$ cat config.mk
export PLATFORM = sky130hd
export DESIGN_NAME = tile_animation_sequencer
export DESIGN_NICKNAME = d
export VERILOG_FILES = /design/src/rtl/core/tas_pkg.sv /design/src/rtl/core/tas_front.sv /design/src/rtl/core/tas_back.sv /design/src/rtl/core/tile_animation_sequencer.sv
export SDC_FILE = /design/constraint.sdc
export NUM_CORES = 1
export LEC_CHECK = 0
export BUFFER_PORTS_ARGS = -buffer_cell sky130_fd_sc_hd__buf_2
export CAP_MARGIN = 10
export CORE_MARGIN = 5
export CORE_UTILIZATION = 24
export CTS_CLUSTER_DIAMETER = 50
export CTS_CLUSTER_SIZE = 20
export DETAILED_ROUTE_END_ITERATION = 12
export HOLD_SLACK_MARGIN = 0.15
export PLACE_DENSITY = 0.37
export SKIP_LAST_GASP = 1
export SLEW_MARGIN = 20
export SYNTH_ARGS = -nofsm -noshare
export SYNTH_HDL_FRONTEND = slang
export SYNTH_HIERARCHICAL = 1
export SYNTH_SLANG_ARGS = --single-unit
$ cat constraint.sdc
create_clock -name clk -period 5.85 [get_ports clk]
set_input_delay 1.17 -clock clk [delete_from_list [all_inputs] [get_ports clk]]
set_output_delay 1.17 -clock clk [all_outputs]
set_load 0.03 [all_outputs]
$ cat src/rtl/core/tas_pkg.sv
package tas_pkg;

  localparam int CHANNELS    = 16;
  localparam int CH_W        = (CHANNELS > 1) ? $clog2(CHANNELS) : 1;
  localparam int MAX_RESULTS = 16;
  localparam int RES_W       = $clog2(MAX_RESULTS + 1);

  // command queue depth, power of two
  localparam int QUEUE_DEPTH = 2;
  localparam int Q_AW        = (QUEUE_DEPTH > 1) ? $clog2(QUEUE_DEPTH) : 1;
  localparam int Q_CW        = $clog2(QUEUE_DEPTH + 1);

  localparam logic REQ_TICK = 1'b0;
  localparam logic REQ_LOAD = 1'b1;

  localparam logic [2:0] MODE_NONE     = 3'd0;
  localparam logic [2:0] MODE_LOOP     = 3'd1;
  localparam logic [2:0] MODE_ONCE     = 3'd2;
  localparam logic [2:0] MODE_PING     = 3'd3;
  localparam logic [2:0] MODE_REV_ONCE = 3'd4;
  localparam logic [2:0] MODE_REV_LOOP = 3'd5;

  typedef enum logic [1:0] {
    CMD_TICK,
    CMD_LOAD,
    CMD_DROP
  } cmd_kind_t;

  typedef struct packed {
    cmd_kind_t  kind;
    logic [3:0] channel;
    logic [2:0] mode;
    logic [7:0] duration;
    logic [6:0] count;
  } cmd_t;

  typedef enum logic [1:0] {
    ST_IDLE,
    ST_WALK,
    ST_FIN
  } back_state_t;

  // magnitude of a signed 8-bit frame, low 7 bits
  function automatic logic [6:0] shown_frame(input logic [7:0] f);
    logic [7:0] mag;
    begin
      mag = f[7] ? (8'd0 - f) : f;
      return mag[6:0];
    end
  endfunction

endpackage

$ cat src/rtl/core/tas_front.sv
module tas_front (
  input  logic          clk,
  input  logic          rst,
  input  logic          s_tvalid,
  output logic          s_tready,
  input  logic [23:0]   s_tdata,   // channel[3:0], mode[6:4], frame_duration[14:7],
                                   // frame_count[21:15], zero fill
  input  logic          s_tuser,   // req_type
  output logic          cmd_valid,
  output tas_pkg::cmd_t cmd,
  input  logic          cmd_pop
);
  import tas_pkg::*;

  cmd_t            queue [QUEUE_DEPTH];
  logic [Q_AW-1:0] wr_ptr;
  logic [Q_AW-1:0] rd_ptr;
  logic [Q_CW-1:0] fill;
  cmd_t            in_cmd;
  logic            push;
  logic            pop;

  always_comb begin
    in_cmd.channel  = s_tdata[3:0];
    in_cmd.mode     = s_tdata[6:4];
    in_cmd.duration = s_tdata[14:7];
    in_cmd.count    = s_tdata[21:15];
    if (s_tuser == REQ_TICK) begin
      in_cmd.kind = CMD_TICK;
    end else if (32'(s_tdata[3:0]) < CHANNELS) begin
      in_cmd.kind = CMD_LOAD;
    end else begin
      in_cmd.kind = CMD_DROP;
    end
  end

  assign s_tready  = (fill != Q_CW'(QUEUE_DEPTH));
  assign cmd_valid = (fill != '0);
  assign cmd       = queue[rd_ptr];
  assign push      = s_tvalid && s_tready;
  assign pop       = cmd_pop && cmd_valid;

  always_ff @(posedge clk) begin
    if (rst) begin
      wr_ptr <= '0;
      rd_ptr <= '0;
      fill   <= '0;
    end else begin
      if (push) begin
        wr_ptr <= wr_ptr + Q_AW'(1);
      end
      if (pop) begin
        rd_ptr <= rd_ptr + Q_AW'(1);
      end
      unique case ({push, pop})
        2'b10:   fill <= fill + Q_CW'(1);
        2'b01:   fill <= fill - Q_CW'(1);
        default: fill <= fill;
      endcase
    end
  end

  always_ff @(posedge clk) begin
    if (push) begin
      queue[wr_ptr] <= in_cmd;
    end
  end

endmodule

$ cat src/rtl/core/tas_back.sv
module tas_back (
  input  logic          clk,
  input  logic          rst,
  input  logic          cmd_valid,
  input  tas_pkg::cmd_t cmd,
  output logic          cmd_pop,
  output logic          m_tvalid,
  input  logic          m_tready,
  output logic [15:0]   m_tdata,   // out_channel[3:0], frame_index[10:4], zero fill
  output logic          m_tlast
);
  import tas_pkg::*;

  logic [2:0] chan_mode     [CHANNELS];
  logic [7:0] chan_duration [CHANNELS];
  logic [6:0] chan_count    [CHANNELS];
  logic [7:0] tick_count    [CHANNELS];
  logic [7:0] frame_signed  [CHANNELS];

  back_state_t      state;
  back_state_t      state_next;
  logic [CH_W-1:0]  idx;
  logic [RES_W-1:0] res_cnt;
  logic             hold_valid;
  logic [3:0]       hold_chan;
  logic [6:0]       hold_frame;

  logic             obuf_valid;
  logic [3:0]       obuf_chan;
  logic [6:0]       obuf_frame;
  logic             obuf_last;
  logic             out_ready;

  logic             push;
  logic [3:0]       push_chan;
  logic [6:0]       push_frame;
  logic             push_last;
  logic             load_we;
  logic             step_we;
  logic             capture;
  logic             last_idx;

  logic [CH_W-1:0]  cidx;
  logic [7:0]       load_frame;

  logic [7:0]       f;
  logic [7:0]       cnt8;
  logic [7:0]       cm1;
  logic [7:0]       tc1;
  logic [7:0]       f_inc;
  logic [7:0]       f_dec;
  logic             hit;
  logic             active;
  logic [7:0]       f_new;
  logic             chg;

  assign out_ready = !obuf_valid || m_tready;
  assign last_idx  = (idx == CH_W'(CHANNELS - 1));
  assign cidx      = CH_W'(cmd.channel);
  assign load_frame = ((cmd.mode == MODE_ONCE) || (cmd.mode == MODE_REV_LOOP)) ?
                      ({1'b0, cmd.count} - 8'd1) : 8'd0;

  // per-channel step
  always_comb begin
    f     = frame_signed[idx];
    cnt8  = {1'b0, chan_count[idx]};
    cm1   = cnt8 - 8'd1;
    tc1   = tick_count[idx] + 8'd1;
    f_inc = f + 8'd1;
    f_dec = f - 8'd1;
    hit   = (tc1 == chan_duration[idx]);
    unique case (chan_mode[idx])
      MODE_LOOP: begin
        active = 1'b1;
        f_new  = (f_inc == cnt8) ? 8'd0 : f_inc;
      end
      MODE_ONCE: begin
        active = (f != cm1);
        f_new  = f_inc;
      end
      MODE_PING: begin
        active = 1'b1;
        f_new  = (f_inc == cnt8) ? (8'd2 - f_inc) : f_inc;
      end
      MODE_REV_ONCE: begin
        active = (f != 8'd0);
        f_new  = f_dec;
      end
      MODE_REV_LOOP: begin
        active = 1'b1;
        f_new  = f_dec[7] ? cm1 : f_dec;
      end
      default: begin
        active = 1'b0;
        f_new  = f;
      end
    endcase
    chg = active && hit;
  end

  always_comb begin
    state_next = state;
    unique case (state)
      ST_IDLE: begin
        if (cmd_valid && out_ready && (cmd.kind == CMD_TICK)) begin
          state_next = ST_WALK;
        end
      end
      ST_WALK: begin
        if (out_ready && last_idx) begin
          state_next = ST_FIN;
        end
      end
      ST_FIN: begin
        if (out_ready) begin
          state_next = ST_IDLE;
        end
      end
      default: state_next = ST_IDLE;
    endcase
  end

  always_comb begin
    cmd_pop    = 1'b0;
    push       = 1'b0;
    push_chan  = hold_chan;
    push_frame = hold_frame;
    push_last  = 1'b0;
    load_we    = 1'b0;
    step_we    = 1'b0;
    capture    = 1'b0;
    unique case (state)
      ST_IDLE: begin
        if (cmd_valid && out_ready) begin
          cmd_pop = 1'b1;
          if (cmd.kind == CMD_LOAD) begin
            load_we    = 1'b1;
            push       = 1'b1;
            push_chan  = cmd.channel;
            push_frame = shown_frame(load_frame);
            push_last  = 1'b1;
          end
        end
      end
      ST_WALK: begin
        if (out_ready) begin
          step_we = 1'b1;
          if (chg && (res_cnt < RES_W'(MAX_RESULTS))) begin
            capture = 1'b1;
            push    = hold_valid;
          end
        end
      end
      ST_FIN: begin
        if (out_ready) begin
          push      = hold_valid;
          push_last = 1'b1;
        end
      end
      default: ;
    endcase
  end

  always_ff @(posedge clk) begin
    if (rst) begin
      state      <= ST_IDLE;
      idx        <= '0;
      res_cnt    <= '0;
      hold_valid <= 1'b0;
      obuf_valid <= 1'b0;
    end else begin
      state <= state_next;
      if (step_we) begin
        idx <= last_idx ? '0 : idx + CH_W'(1);
      end
      if (cmd_pop) begin
        res_cnt <= '0;
      end else if (capture) begin
        res_cnt <= res_cnt + RES_W'(1);
      end
      if (capture) begin
        hold_valid <= 1'b1;
      end else if ((state == ST_FIN) && out_ready) begin
        hold_valid <= 1'b0;
      end
      if (push) begin
        obuf_valid <= 1'b1;
      end else if (m_tready) begin
        obuf_valid <= 1'b0;
      end
    end
  end

  always_ff @(posedge clk) begin
    if (rst) begin
      for (int i = 0; i < CHANNELS; i++) begin
        chan_mode[i]     <= MODE_NONE;
        chan_duration[i] <= '0;
        chan_count[i]    <= '0;
        tick_count[i]    <= '0;
        frame_signed[i]  <= '0;
      end
    end else if (load_we) begin
      chan_mode[cidx]     <= cmd.mode;
      chan_duration[cidx] <= cmd.duration;
      chan_count[cidx]    <= cmd.count;
      tick_count[cidx]    <= '0;
      frame_signed[cidx]  <= load_frame;
    end else if (step_we && active) begin
      tick_count[idx] <= hit ? 8'd0 : tc1;
      if (hit) begin
        frame_signed[idx] <= f_new;
      end
    end
  end

  always_ff @(posedge clk) begin
    if (capture) begin
      hold_chan  <= 4'(idx);
      hold_frame <= shown_frame(f_new);
    end
    if (push) begin
      obuf_chan  <= push_chan;
      obuf_frame <= push_frame;
      obuf_last  <= push_last;
    end
  end

  assign m_tvalid = obuf_valid;
  assign m_tdata  = {5'd0, obuf_frame, obuf_chan};
  assign m_tlast  = obuf_last;

  a_no_overwrite: assert property (@(posedge clk) disable iff (rst)
    push |-> out_ready)
    else $error("output word overwritten while stalled");

  a_idle_hold_empty: assert property (@(posedge clk) disable iff (rst)
    (state == ST_IDLE) |-> !hold_valid)
    else $error("held result left over after tick");

  a_res_bound: assert property (@(posedge clk) disable iff (rst)
    res_cnt <= RES_W'(MAX_RESULTS))
    else $error("result count above limit");

  a_pop_idle: assert property (@(posedge clk) disable iff (rst)
    cmd_pop |-> (state == ST_IDLE) && (idx == '0))
    else $error("command taken during walk");

endmodule

$ cat src/rtl/core/tile_animation_sequencer.sv
// Bank of animation channel timers.
// Input stream (s_*): tuser = req_type, 0 = tick all channels, 1 = load one
// channel from tdata (channel, mode, frame_duration, frame_count).
// Output stream (m_*): tdata = out_channel and frame_index, tlast marks the
// final word caused by one input word. A load gives one word; a tick gives one
// word per channel whose frame changed, in channel order, at most 16; a tick
// that changes nothing gives no word.
// The back end takes a load in its idle state; a tick walks the channels one
// channel per cycle while the output is not stalled, through a single step
// unit. A load word passes the command queue, then the output register. A
// two-word command queue lets the input keep accepting while the back end works.
// Reset clears all channels to mode none with zero counters.
// When an output word waits with m_tready low the back end holds its walk,
// the queue fills and s_tready drops; nothing is lost.
module tile_animation_sequencer (
  input  logic        clk,
  input  logic        rst,
  input  logic        s_tvalid,
  output logic        s_tready,
  input  logic [23:0] s_tdata,   // channel[3:0], mode[6:4], frame_duration[14:7],
                                 // frame_count[21:15], zero fill
  input  logic        s_tuser,   // req_type
  output logic        m_tvalid,
  input  logic        m_tready,
  output logic [15:0] m_tdata,   // out_channel[3:0], frame_index[10:4], zero fill
  output logic        m_tlast
);
  import tas_pkg::*;

  logic cmd_valid;
  cmd_t cmd;
  logic cmd_pop;

  tas_front u_front (
    .clk       (clk),
    .rst       (rst),
    .s_tvalid  (s_tvalid),
    .s_tready  (s_tready),
    .s_tdata   (s_tdata),
    .s_tuser   (s_tuser),
    .cmd_valid (cmd_valid),
    .cmd       (cmd),
    .cmd_pop   (cmd_pop)
  );

  tas_back u_back (
    .clk       (clk),
    .rst       (rst),
    .cmd_valid (cmd_valid),
    .cmd       (cmd),
    .cmd_pop   (cmd_pop),
    .m_tvalid  (m_tvalid),
    .m_tready  (m_tready),
    .m_tdata   (m_tdata),
    .m_tlast   (m_tlast)
  );

endmodule
==> results.toml <==
[global_route]
grt_antenna_before_repair = 2
grt_pass1_vias = 19036
globalRouteTotalUtil_pct = 13.5
grt_pass1_wl_mm = 135
grt_max_degree = 37
grt-ovfl-total = 0

[logic_synthesis]
yosysWarnings = 6
ys_ff_latch = 635
synth_top_area_share_pct = 60.4
synth_edf_count = 613
netlist_top_cells_area = "edfxtp_1, mux4_2, and2_1"
synth-async-reset-ratio_pct = 0
syn_avg_cell_area_um2 = 14.0
syn-cell-area_mm2 = 0.0305
synth.distinct_cells = 93
yosysSeqAreaShare_pct = 61.9
synth_top_area_cell = "edfxtp_1"
ys.flop_type = "edfxtp_1"
synthCells = 2178

[clocking]
clk_path_buf_depth = 3
cts.sinks = 635
cts_tree = "done"
clk_pin_slew_ns = 0.06
h-tree-depth = 3
cts-root-buf = "clkbuf_16"
cts_made_buffers = 83
clock_latency_ns = 0.66
cts_setup_buffers = 0

[floorplanning]
die_x_um = 366
rows = 130
die_height_um = 366
core_area_mm2 = 0.126
dieArea_mm2 = 0.134
boundaryPins = 48
start_util_pct = 24.2

[placed_design]
placed_area_mm2 = 0.0330
placed_cells = 3839
io_buffers = 40
dp_hpwl_mm = 64.0
gp_congestion = 0.797

[cells_and_area]
layout-drive-gt1-share_pct = 24.1
finalNonFillerCells = 3994
area_growth_pct = 17.9
utilization_pct = 28.5
antenna_cells = 0
design_area_mm2 = 0.0359
nets = 2319

[pwr]
leakagePower_nw = 12.1
pwr-share-clk_pct = 37.6
internal-power_mw = 9.57
switching_power_mw = 4.39
finalPower_mw = 14.0
powerDensity_mw_per_mm2 = 389
peakVddDrop_uv = 231
p_comb_share_pct = 24.2
p_seq_share_pct = 38.2
swShare_pct = 31.4

[setup_path]
slowest_delay_ns = 0.86
worstPathArrival_ns = 5.86
critPathMaxFanout = 16
cp.required_ns = 6.23
path_class = "reg2reg"
path_cells = "nor2_1 -> nand2_1 -> and4_1 -> inv_1 -> ha_1 -> nand2_1 -> nor4_1 -> nor3_1 -> o22ai_2 -> or2_1 -> nor3_1 -> o22ai_1 -> mux2_2 -> nor2_1"
critPathLaunchType = "flop"
end_kind = "flop"
slowest_stage = "nor2_1"

[routing]
drc = 0
drt-total-wl_mm = 92.1
vias = 18431
drtIter0Drc = 1286
first_pass_iters = 5
avgRoutedWirePerCell_um = 23.0
postRouteAntennaNets = 0
routed_via_density = 4.61

[outcome]
status = "complete, no violations"

[min_path]
holdCritPathClass = "reg2reg"
min_from = "u_back/state[0]"

[sta]
fmax_mhz = 182
finalCritPeriodShare_pct = 93.8
hold_slack_ns = 0.493
drv_slew = 0
setup_viol = 0
clock_skew_ns = 0.0227
grt_setup_unrepaired = "no"
worst_pin_slew_ns = 1.02
final-hold-violation-count = 0
period_needed_ns = 5.49
max_slew_margin_pct = 31.5

[run]
maxCapViolations = 0
## per-stage QoR
step	setup slack, ns	TNS [ns]
3_5_place_dp	-0.0112	-0.120
3_3_place_gp	-0.0790	-0.935
4_1_cts	0.265	0
5_1_grt	0.0746	0
6_report	0.363	0
2_1_floorplan	0.998	0
## layout by cell type (no fill, tap or decap), types with 9 or more instances in the layout
master,instances
and2_1,264
inv_6,13
inv_1,27
xor2_1,12
mux2_2,31
ha_1,16
xnor2_1,41
nor3_1,50
clkinvlp_4,9
or2_2,31
nor4_1,18
buf_4,124
bufinv_16,9
edfxtp_1,613
and3_1,9
nand2b_1,31
o21ai_0,30
nand3_1,22
nor2_1,314
mux2i_1,17
clkinv_2,12
clkbuf_16,83
mux4_1,9
a31oi_1,9
nand2_1,83
a21oi_1,44
mux4_2,145
dfxtp_1,19
a21o_1,16
buf_2,40
## Yosys cell counts, types with 20 or more instances
| cell type | instances |
|---|---|
| a21oi_1 | 44 |
| and2_1 | 264 |
| buf_2 | 41 |
| clkbuf_1 | 91 |
| dfxtp_1 | 22 |
| edfxtp_1 | 613 |
| inv_1 | 27 |
| mux2_2 | 31 |
| mux4_2 | 145 |
| nand2_1 | 83 |
| nand2b_1 | 31 |
| nand3_1 | 22 |
| nor2_1 | 314 |
| nor3_1 | 55 |
| nor4_1 | 20 |
| o21ai_0 | 30 |
| or2_2 | 31 |
| xnor2_1 | 41 |
## power groups by stage
stage / Combinational [mW] / Sequential (mW) / Clock (mW)
2_1_floorplan: 2.25 / 5.38 / 0
3_3_place_gp: 3.42 / 5.41 / 0
3_5_place_dp: 3.42 / 5.42 / 0
4_1_cts: 3.44 / 5.33 / 5.42
5_1_grt: 3.66 / 5.35 / 5.62
6_report: 3.38 / 5.33 / 5.25
## kinds of logic (layout without fill, tap and decap cells)
logic type                 count (synthesis)  after routing  share of synthesized area, %
muxes                                    203            203                          13.2
adders and majority gates                 16             16                         0.657
other                                      2              6                        0.0246
buffers and inverters                    194            356                          3.20
xor gates and xnor gates                  54             54                          1.60
AOI/OAI and AO/OA                        197            197                          4.72
and+or+nand+nor                          877            877                          14.7
DFF                                      635            635                          61.9
## state kept, by name, summed over array words and instances (netlist names), 5 cells and up, named ones only
name,flops
u_front/queue,46
u_back/hold_frame,7
u_back/obuf_frame,7
u_back/chan_count,112
u_back/chan_duration,128
u_back/chan_mode,48
u_back/frame_signed,128
u_back/tick_count,128
u_back/res_cnt,5
## critical path, delay by kind of cell (launching register included)
family	cells	cell delay, ns
multiplexers	1	0.57
adder cells (fa/ha/maj)	1	0.42
AO/OA/AOI/OAI	2	1.05
AND/OR/NAND/NOR	9	2.47
flip-flops	1	0.49
buffers and inverters	1	0.21
## layer usage
metal / share of wire (%) / track usage [%] / vias to the layer above
li1: - / - / 8337
met1: 45 / 18.5 / 9554
met2: 48 / 22.6 / 436
met3: 4.5 / 2.03 / 104
met4: 1.8 / 3.28 / 0
met5: 0 / 0 / -
## final timing paths
kind | to | slack, ns | depth (start not counted)
worst max-delay path | u_back/frame_signed[5][7] | 0.36 | 14
worst max register to register | u_back/frame_signed[5][7] | 0.36 | 14
worst min-delay path | u_back/state[0] | 0.49 | 2
worst min register to register | u_back/state[0] | 0.49 | 2
## cell type report
class / instances / area [µm²]
clock buffers: 87 / 2100
multi-input cells: 1353 / 10700
repair buffers: 172 / 1290
clock inverters: 68 / 779
inverters: 29 / 109
flip-flops and latches: 635 / 18900
well taps: 1650 / 2060
fillers: 12839 / 90000
## what timing repair did
| item | CTS | global route |
|---|---|---|
| hold buffers | 0 | 0 |
| endpoints found under the setup margin | 12 | 0 |
| resized for setup | 1 | 0 |
No activity file was read; power rests on OpenSTA's default activity.
